[src/arbd_pkg.sv]
// Package: shared types and codes for the adaptive Rice bitstream decoder.
package arbd_pkg;

	// Command codes carried in the input word
	localparam logic [2:0] CMD_CLEAR   = 3'd0;
	localparam logic [2:0] CMD_PUSH    = 3'd1;
	localparam logic [2:0] CMD_RAW     = 3'd2;
	localparam logic [2:0] CMD_RICE    = 3'd3;
	localparam logic [2:0] CMD_SRICE   = 3'd4;
	localparam logic [2:0] CMD_DCRICE  = 3'd5;
	localparam logic [2:0] CMD_SDCRICE = 3'd6;

	// Status codes returned with every result word
	localparam logic [2:0] ST_OK    = 3'd0;
	localparam logic [2:0] ST_SHORT = 3'd1;
	localparam logic [2:0] ST_QLONG = 3'd2;
	localparam logic [2:0] ST_WIDE  = 3'd3;
	localparam logic [2:0] ST_FULL  = 3'd4;

	// Limits that do not vary
	localparam logic [4:0] RAW_MAX = 5'd16;
	localparam logic [3:0] K_MAX   = 4'd15;

	// Operation kinds after classification
	typedef logic [2:0] op_kind_t;
	localparam op_kind_t OP_NOP   = 3'd0;
	localparam op_kind_t OP_CLEAR = 3'd1;
	localparam op_kind_t OP_PUSH  = 3'd2;
	localparam op_kind_t OP_RAW   = 3'd3;
	localparam op_kind_t OP_RICE  = 3'd4;

	typedef struct packed {
		logic [2:0] cmd;
		logic [7:0] data_byte;
		logic [4:0] bit_count;
		logic [3:0] k_in;
	} item_t;

	typedef struct packed {
		logic signed [24:0] value;
		logic [3:0]         k_out;
		logic [2:0]         status;
		logic [6:0]         bits_held;
	} result_t;

	// Classified operation passed from front to back
	typedef struct packed {
		op_kind_t   kind;
		logic       dc;
		logic       sgn;
		logic [4:0] count;
		logic [7:0] data_byte;
		logic [3:0] k;
	} op_t;

endpackage

[src/adaptive_rice_bitstream_decoder.sv]
// Top level: adaptive Rice bitstream decoder with front, queue and back stages.
//
// The decoder takes one command word per cycle unless stalled and returns one
// result word per command, in order. A word passes the front register, the
// operation queue and the back stage's result register; a stall can hold it
// in any of them. The back stage sets the sustained rate of one word per cycle
// when nothing stalls: for each word it takes, it updates the bit buffer with
// a leading-ones count over MAX_QUOTIENT+1 head bits followed by a barrel shift
// of the whole buffer. Stalls on the result side fill the queue and then reach
// the input after QUEUE_DEPTH+2 words. No clearing pass is needed after reset.
module adaptive_rice_bitstream_decoder #(
	parameter int BUFFER_BITS     = 64,
	parameter int MAX_QUOTIENT    = 32,
	parameter int MAX_ESCAPE_BITS = 24,
	parameter int QUEUE_DEPTH     = 2
) (
	input  logic              clk,
	input  logic              arst_n,
	input  logic              item_valid,
	output logic              item_stall,
	input  arbd_pkg::item_t   item,
	output logic              result_valid,
	input  logic              result_stall,
	output arbd_pkg::result_t result
);
	import arbd_pkg::*;

	logic fr_valid;
	logic fr_stall;
	op_t  fr_op;
	logic bk_valid;
	logic bk_stall;
	op_t  bk_op;

	arbd_front u_front (
		.clk        (clk),
		.arst_n     (arst_n),
		.item_valid (item_valid),
		.item_stall (item_stall),
		.item       (item),
		.op_valid   (fr_valid),
		.op_stall   (fr_stall),
		.op         (fr_op)
	);

	arbd_queue #(
		.DEPTH (QUEUE_DEPTH)
	) u_queue (
		.clk        (clk),
		.arst_n     (arst_n),
		.push_valid (fr_valid),
		.push_stall (fr_stall),
		.push_data  (fr_op),
		.pop_valid  (bk_valid),
		.pop_stall  (bk_stall),
		.pop_data   (bk_op)
	);

	arbd_back #(
		.BUFFER_BITS     (BUFFER_BITS),
		.MAX_QUOTIENT    (MAX_QUOTIENT),
		.MAX_ESCAPE_BITS (MAX_ESCAPE_BITS)
	) u_back (
		.clk          (clk),
		.arst_n       (arst_n),
		.op_valid     (bk_valid),
		.op_stall     (bk_stall),
		.op           (bk_op),
		.result_valid (result_valid),
		.result_stall (result_stall),
		.result       (result)
	);

endmodule

[src/arbd_front.sv]
// Front stage: accepts input words and classifies commands into operations.
module arbd_front (
	input  logic           clk,
	input  logic           arst_n,
	input  logic           item_valid,
	output logic           item_stall,
	input  arbd_pkg::item_t item,
	output logic           op_valid,
	input  logic           op_stall,
	output arbd_pkg::op_t  op
);
	import arbd_pkg::*;

	logic valid_s1;
	op_t  op_s1;
	op_t  op_d;
	logic load;

	assign load       = !valid_s1 || !op_stall;
	assign item_stall = !load;
	assign op_valid   = valid_s1;
	assign op         = op_s1;

	// Decode the command and saturate the raw count
	always_comb begin
		op_d           = '0;
		op_d.data_byte = item.data_byte;
		op_d.k         = item.k_in;
		op_d.count     = (item.bit_count > RAW_MAX) ? RAW_MAX : item.bit_count;
		case (item.cmd)
			CMD_CLEAR:   op_d.kind = OP_CLEAR;
			CMD_PUSH:    op_d.kind = OP_PUSH;
			CMD_RAW:     op_d.kind = OP_RAW;
			CMD_RICE:    op_d.kind = OP_RICE;
			CMD_SRICE: begin
				op_d.kind = OP_RICE;
				op_d.sgn  = 1'b1;
			end
			CMD_DCRICE: begin
				op_d.kind = OP_RICE;
				op_d.dc   = 1'b1;
			end
			CMD_SDCRICE: begin
				op_d.kind = OP_RICE;
				op_d.dc   = 1'b1;
				op_d.sgn  = 1'b1;
			end
			default:     op_d.kind = OP_NOP;
		endcase
	end

	always_ff @(posedge clk or negedge arst_n) begin
		if (!arst_n) begin
			valid_s1 <= 1'b0;
		end else if (load) begin
			valid_s1 <= item_valid;
		end
	end

	always_ff @(posedge clk) begin
		if (load && item_valid) begin
			op_s1 <= op_d;
		end
	end

endmodule

[src/arbd_queue.sv]
// Queue: short register FIFO of classified operations between front and back.
module arbd_queue #(
	parameter int DEPTH = 2
) (
	input  logic          clk,
	input  logic          arst_n,
	input  logic          push_valid,
	output logic          push_stall,
	input  arbd_pkg::op_t push_data,
	output logic          pop_valid,
	input  logic          pop_stall,
	output arbd_pkg::op_t pop_data
);
	import arbd_pkg::*;

	localparam int PW = (DEPTH > 1) ? $clog2(DEPTH) : 1;
	localparam int CW = $clog2(DEPTH + 1);

	op_t           mem_q [DEPTH];
	logic [PW-1:0] wr_ptr_q;
	logic [PW-1:0] rd_ptr_q;
	logic [CW-1:0] count_q;
	logic          push;
	logic          pop;

	assign push_stall = (count_q == CW'(DEPTH));
	assign pop_valid  = (count_q != '0);
	assign push       = push_valid && !push_stall;
	assign pop        = pop_valid && !pop_stall;
	assign pop_data   = mem_q[rd_ptr_q];

	// Pointers and occupancy
	always_ff @(posedge clk or negedge arst_n) begin
		if (!arst_n) begin
			wr_ptr_q <= '0;
			rd_ptr_q <= '0;
			count_q  <= '0;
		end else begin
			if (push) begin
				wr_ptr_q <= (wr_ptr_q == PW'(DEPTH - 1)) ? '0 : wr_ptr_q + 1'b1;
			end
			if (pop) begin
				rd_ptr_q <= (rd_ptr_q == PW'(DEPTH - 1)) ? '0 : rd_ptr_q + 1'b1;
			end
			count_q <= CW'(count_q + CW'(push) - CW'(pop));
		end
	end

	always_ff @(posedge clk) begin
		if (push) begin
			mem_q[wr_ptr_q] <= push_data;
		end
	end

	a_count_bound: assert property (@(posedge clk) disable iff (!arst_n)
		count_q <= CW'(DEPTH))
		else $error("queue occupancy above depth");

endmodule

[src/arbd_back.sv]
// Back stage: holds the bit buffer, executes operations, registers results.
module arbd_back #(
	parameter int BUFFER_BITS     = 64,
	parameter int MAX_QUOTIENT    = 32,
	parameter int MAX_ESCAPE_BITS = 24
) (
	input  logic              clk,
	input  logic              arst_n,
	input  logic              op_valid,
	output logic              op_stall,
	input  arbd_pkg::op_t     op,
	output logic              result_valid,
	input  logic              result_stall,
	output arbd_pkg::result_t result
);
	import arbd_pkg::*;

	localparam int FW  = $clog2(BUFFER_BITS + 1);
	localparam int QW  = MAX_QUOTIENT + 1;
	localparam int QCW = $clog2(QW + 1);
	localparam int SW  = ((FW > 10) ? FW : 10) + 1;
	localparam int EXW = MAX_ESCAPE_BITS;

	logic [BUFFER_BITS-1:0] buf_q;
	logic [FW-1:0]          fill_q;
	logic                   result_valid_q;
	result_t                result_q;
	logic                   take;

	logic [QW-1:0]          head;
	logic [QCW-1:0]         q;
	logic [2:0]             lg;
	logic [BUFFER_BITS-1:0] sh_q1;
	logic [14:0]            rem;
	logic [EXW-1:0]         esc;
	logic [15:0]            raw;
	logic [SW-1:0]          qx;
	logic [SW-1:0]          kx;
	logic [SW-1:0]          fx;
	logic [SW-1:0]          n;
	logic [SW-1:0]          w;
	logic [SW-1:0]          nk;
	logic                   is_esc;
	logic [3:0]             k_esc;
	logic [3:0]             k_next;
	logic [4:0]             k_sum;
	logic [24:0]            rice_val;

	logic [2:0]             status;
	logic [24:0]            val;
	logic [3:0]             kout;
	logic [SW-1:0]          cons;
	logic [BUFFER_BITS-1:0] nbuf;
	logic [FW-1:0]          nfill;
	result_t                res_d;

	assign take         = op_valid && !op_stall;
	assign op_stall     = result_valid_q && result_stall;
	assign result_valid = result_valid_q;
	assign result       = result_q;

	// Leading-ones count at the buffer head
	assign head = buf_q[BUFFER_BITS-1 -: QW];
	always_comb begin
		q = QCW'(QW);
		for (int i = 0; i < QW; i++) begin
			if (!head[i]) q = QCW'(QW - 1 - i);
		end
	end

	// floor(log2 q) for the k update
	always_comb begin
		lg = '0;
		for (int i = 0; i < QCW; i++) begin
			if (q[i]) lg = 3'(i);
		end
	end

	// Field extraction after the unary run and its terminator
	assign sh_q1 = buf_q << ({1'b0, q} + (QCW + 1)'(1));
	assign rem   = sh_q1[BUFFER_BITS-1 -: 15] >> (K_MAX - op.k);
	assign raw   = buf_q[BUFFER_BITS-1 -: 16] >> (RAW_MAX - op.count);

	assign qx     = SW'(q);
	assign kx     = SW'(op.k);
	assign fx     = SW'(fill_q);
	assign is_esc = op.dc && (qx >= kx + SW'(8));
	assign n      = qx - SW'(7) - kx;
	assign w      = SW'(n * (kx + SW'(5)));
	assign esc    = sh_q1[BUFFER_BITS-1 -: EXW] >> (SW'(EXW) - w);
	assign nk     = kx + (n << 1);
	assign k_esc  = (nk > SW'(K_MAX)) ? K_MAX : nk[3:0];

	// Adaptive k after a regular code
	assign k_sum = 5'(op.k) + 5'(lg);
	always_comb begin
		if (q == '0) begin
			k_next = (op.k == '0) ? '0 : op.k - 1'b1;
		end else if (q == QCW'(1)) begin
			k_next = op.k;
		end else begin
			k_next = (k_sum > 5'(K_MAX)) ? K_MAX : k_sum[3:0];
		end
	end

	assign rice_val = (25'(q) << op.k) | 25'(rem);

	// Execute one operation against the buffer
	always_comb begin
		status = ST_OK;
		val    = '0;
		kout   = op.k;
		cons   = '0;
		nbuf   = buf_q;
		nfill  = fill_q;
		case (op.kind)
			OP_CLEAR: begin
				nbuf  = '0;
				nfill = '0;
			end
			OP_PUSH: begin
				if (fx + SW'(8) > SW'(BUFFER_BITS)) begin
					status = ST_FULL;
				end else begin
					nbuf  = buf_q | ({op.data_byte, {(BUFFER_BITS - 8){1'b0}}} >> fill_q);
					nfill = fill_q + FW'(8);
				end
			end
			OP_RAW: begin
				if (SW'(op.count) > fx) begin
					status = ST_SHORT;
				end else begin
					val  = 25'(raw);
					cons = SW'(op.count);
				end
			end
			OP_RICE: begin
				if (q == QCW'(QW)) begin
					status = ST_QLONG;
				end else if (qx >= fx) begin
					status = ST_SHORT;
				end else if (is_esc) begin
					if (w > SW'(EXW)) begin
						status = ST_WIDE;
					end else if (qx + SW'(1) + w > fx) begin
						status = ST_SHORT;
					end else begin
						val  = 25'(esc);
						kout = k_esc;
						cons = qx + SW'(1) + w;
					end
				end else if (qx + SW'(1) + kx > fx) begin
					status = ST_SHORT;
				end else begin
					val  = rice_val;
					kout = k_next;
					cons = qx + SW'(1) + kx;
				end
				// zigzag mapping for the signed forms
				if (status == ST_OK && op.sgn) begin
					val = {1'b0, val[24:1]} ^ {25{val[0]}};
				end
			end
			default: ;
		endcase
		if (cons != '0) begin
			nbuf  = buf_q << cons;
			nfill = fill_q - cons[FW-1:0];
		end
	end

	always_comb begin
		res_d.value     = signed'(val);
		res_d.k_out     = kout;
		res_d.status    = status;
		res_d.bits_held = 7'(nfill);
	end

	always_ff @(posedge clk or negedge arst_n) begin
		if (!arst_n) begin
			buf_q          <= '0;
			fill_q         <= '0;
			result_valid_q <= 1'b0;
		end else begin
			if (take) begin
				buf_q  <= nbuf;
				fill_q <= nfill;
			end
			if (!op_stall) begin
				result_valid_q <= op_valid;
			end
		end
	end

	always_ff @(posedge clk) begin
		if (take) begin
			result_q <= res_d;
		end
	end

	a_fill_bound: assert property (@(posedge clk) disable iff (!arst_n)
		fill_q <= FW'(BUFFER_BITS))
		else $error("buffer fill above capacity");

	a_tail_zero: assert property (@(posedge clk) disable iff (!arst_n)
		(buf_q << fill_q) == '0)
		else $error("stale bits past the buffer fill");

	a_fail_keeps: assert property (@(posedge clk) disable iff (!arst_n)
		take && res_d.status != ST_OK |=> $stable(fill_q) && $stable(buf_q))
		else $error("failed word changed the buffer");

endmodule

[config.mk]
export PLATFORM = sky130hd
export DESIGN_NAME = adaptive_rice_bitstream_decoder
export DESIGN_NICKNAME = d
export VERILOG_FILES = /design/src/arbd_pkg.sv /design/src/adaptive_rice_bitstream_decoder.sv /design/src/arbd_front.sv /design/src/arbd_queue.sv /design/src/arbd_back.sv
export SDC_FILE = /design/constraint.sdc
export NUM_CORES = 1
export LEC_CHECK = 0
export ABC_AREA = 0
export BUFFER_PORTS_ARGS = -buffer_cell sky130_fd_sc_hd__buf_2
export CORE_MARGIN = 4
export CORE_UTILIZATION = 51
export CTS_CLUSTER_DIAMETER = 100
export DETAILED_ROUTE_END_ITERATION = 8
export GPL_ROUTABILITY_DRIVEN = 1
export PLACE_DENSITY = 0.73
export SLEW_MARGIN = 20
export SYNTH_ARGS = -nofsm -noshare
export SYNTH_HDL_FRONTEND = slang
export SYNTH_SLANG_ARGS = --single-unit
[constraint.sdc]
create_clock -name clk -period 25.6 [get_ports clk]
set_input_delay 3.84 -clock clk [delete_from_list [all_inputs] [get_ports clk]]
set_output_delay 3.84 -clock clk [all_outputs]
set_load 0.005 [all_outputs]
==> reports/metrics.csv <==
stage,metric,value,unit
yosys,distinct cell type count after synthesis,107,
clock_network,H-tree levels,4,
floorplan,IO Count,65,
yosys,"top cells by area, synth","mux2i_1, edfxtp_1, dfrtp_1",
flow_run,max cap viols,0,
sta,max_slew headroom,0.1371,
global_routing,pin count of the biggest net entering global routing,65,
routing,final WL,113600,microns
setup_path,Worst setup EP type,flip-flop,
clock_network,Worst-Skew Late Latency,0.47,ns
clock_network,TritonCTS clock tree,done,
place,DP Worst Slack,12.21,ns
setup_path,r2r setup slk,11.83,ns
place,number of port buffers,64,
sta,fin worst setup slack,11.83,ns
setup_path,Startpoint Class,flip-flop,
min_path,worst hold start,u_front.op[0],
setup_path,CP max-delay cell,a2111oi_0,
global_routing,initial antenna violation count,1,
global_routing,global routing usage on met2,0.6195,
min_path,hold crit path type,flip-flop to flip-flop,
sta,clk_skew,0.01972,ns
yosys,Synth top area share,0.1338,
clock_network,cts repair resizes,0,
routing,post-route ant nets,0,
sta,FMAX,0.07263,GHz
setup_path,worst r2r src,u_back.buf_q[51],
outcome,run status,finished clean,
yosys,post-synth top area cell,mux2i_1,
global_routing,total grt overflow,0,
floorplan,Initial Util,0.5175,
yosys,number of flops mapped to enable cells by yosys,105,
finish,Antenna Cells,0,
finish,Layout Utilization,0.5445,
sta,setup total negative slack,0,ns
finish,number of filler cells placed in the layout,4586,
global_routing,met3 Use GR,0.09845,
yosys,syn_area_per_cell,8.053,sq um
sta,Setup-failing EPs final,0,
global_routing,gr busiest metal,met2,
yosys,ys flop type,edfxtp_1,
floorplan,Die Height,228.4,microns
global_routing,vias in the first global route,25188,
place,GP Congestion,1.081,
routing,DRC,0,
routing,Vias per Instance,7.501,
min_path,"Endpoint, Worst Hold",u_queue.mem_q[0][0],
finish,nets,3117,
setup_path,R2R cell count,40,
finish,share of layout cells above drive strength 1,0.1161,
setup_path,"Top cell by count, worst path",ha_1,
finish,area grow syn2layout,5.209,%
routing,Routed wire per std cell,31.43,microns
place,hpwl dp,86290,microns
clock_network,CTS sink cnt,182,
clock_network,Post-CTS Setup Bufs,0,
setup_path,WS Path Type,flip-flop to flip-flop,
floorplan,DIE AREA,52140,sq um
routing,DRT Pass-1 Iters,7,
yosys,"Seq/Total Area, Yosys",0.2051,
yosys,synth warn,0,
global_routing,met1 usage,0.5548,
yosys,Mapped Cells,3075,
global_routing,first-pass GRT wire length,167000,microns
yosys,Async SR Flop Fraction,0.4231,
sta,Final Hold Viols,0,
setup_path,Reg-to-Reg End,u_back.buf_q[35],
sta,Final min period,13.77,ns
sta,RSZ-0062 raised after global routing,false,
finish,most frequent cells in the layout,"mux2i_1, nand2_1, nor2_1, a21oi_1, o21ai_0",
setup_path,"Max FO, Critical Path",56,
sta,final cycle utilization of the critical path,0.5378,
yosys,Post-Syn Area,24760,sq um
setup_path,Critical Path RT,25.88,ns
floorplan,chip width,228.4,microns
clock_network,root buffer cell,clkbuf_16,
setup_path,critical path data arrival time,14.05,ns
min_path,worst hold stages,0,
clock_network,Clock transition at path regs,0.09,ns
clock_network,CTS Hold Bufs,0,
floorplan,# rows,80,
clock_network,Max clock buf depth,2,
sta,Worst Max-Slew Pin Slew,1.262,ns
sta,Final Slew Violations,0,
yosys,"flops & latches, synth",182,
clock_network,cts bufs inserted,17,
routing,DRC marker count from the first detailed-route iteration,5180,
finish,"most common cell after layout, fill and taps aside",mux2i_1,
routing,vias,27102,
yosys,Syn Nets,3207,
floorplan,Core Area,47850,sq um
setup_path,"slowest stage delay, CP",1.06,ns
global_routing,Global Route Usage Sum,0.4145,
[cell usage after synthesis, drive strengths merged, types with 34 or more instances]
cell type	count
a211oi	60
a21o	36
a21oi	218
a22oi	39
a31oi	34
and3	42
buf	108
clkbuf	140
dfrtp	77
edfxtp	105
ha	82
inv	96
mux2	67
mux2i	334
mux4	40
nand2	324
nand3	91
nand4	45
nor2	249
nor3	74
o211ai	35
o21a	35
o21ai	187
o22ai	62
xnor2	55
[metal layers]
metal / share of wire / vias up
met5: 0.000097 / -
met4: 0.069 / 2
met3: 0.12 / 444
met2: 0.43 / 2147
met1: 0.38 / 13068
li1: - / 11441
[layout make-up]
type,instances,area [sq um],share of cell area
Tap cell,615,769.5,0.02954
Sequential cell,182,5081,0.1950
Inverter,106,397.9,0.01527
Multi-Input combinational cell,2539,18300,0.7022
Timing Repair Buffer,139,885.9,0.03400
Clock buffer,17,425.4,0.01633
Clock inverter,15,197.7,0.007588
[flip-flops by register name (all words and copies together), names as in the netlist, 2 cells and up]
signal and count:
u_back.result 39, u_queue.mem_q 44, u_front.op 22, u_back.buf_q 64, u_queue.count_q 2, u_back.fill_q 7
[stage by stage]
stage,instance area (sq um),hold slack (ns),cells
after floorplan,24760,0.4215,3075
after global placement,25410,0.4233,3581
after detailed placement,25420,0.4394,3581
after CTS,26040,0.4583,3613
after global routing,26050,0.4781,3613
final,26050,0.4534,3613
[cell families (layout without fill, tap and decap cells)]
| group | count (synthesis) | in the layout | synth area share |
|---|---|---|---|
| compound gates | 949 | 949 | 0.2589 |
| xor+xnor | 76 | 76 | 0.02718 |
| fa+ha+maj | 108 | 108 | 0.06245 |
| buf+inv | 354 | 277 | 0.06073 |
| flops | 182 | 182 | 0.2051 |
| mux | 441 | 441 | 0.2027 |
| other cells | 1 | 1 | 0.0001514 |
| simple gates | 964 | 964 | 0.1828 |
[critical path, delay by kind of cell (launching register included)]
family / cells / cell delay (ns)
compound gates: 9 / 2.75
xor+xnor: 3 / 1.11
fa+ha+maj: 8 / 3.31
buf+inv: 4 / 1.29
flops: 1 / 0.71
mux: 4 / 1.14
simple gates: 12 / 3.18
[worst max-delay path by stage]
stage,end,from,cells past startpoint
2_1_floorplan,u_back.fill_q[6],u_back.buf_q[59],55
3_3_place_gp,u_back.fill_q[6],u_back.buf_q[51],46
3_5_place_dp,u_back.fill_q[6],u_back.buf_q[51],46
4_1_cts,u_back.fill_q[6],u_back.buf_q[51],46
5_1_grt,u_back.fill_q[6],u_back.buf_q[51],46
6_report,u_back.buf_q[35],u_back.buf_q[51],40
Power is left out: the tool's default activity adds up to more than one toggle a clock period on the data nets, which glitch-free logic cannot reach.
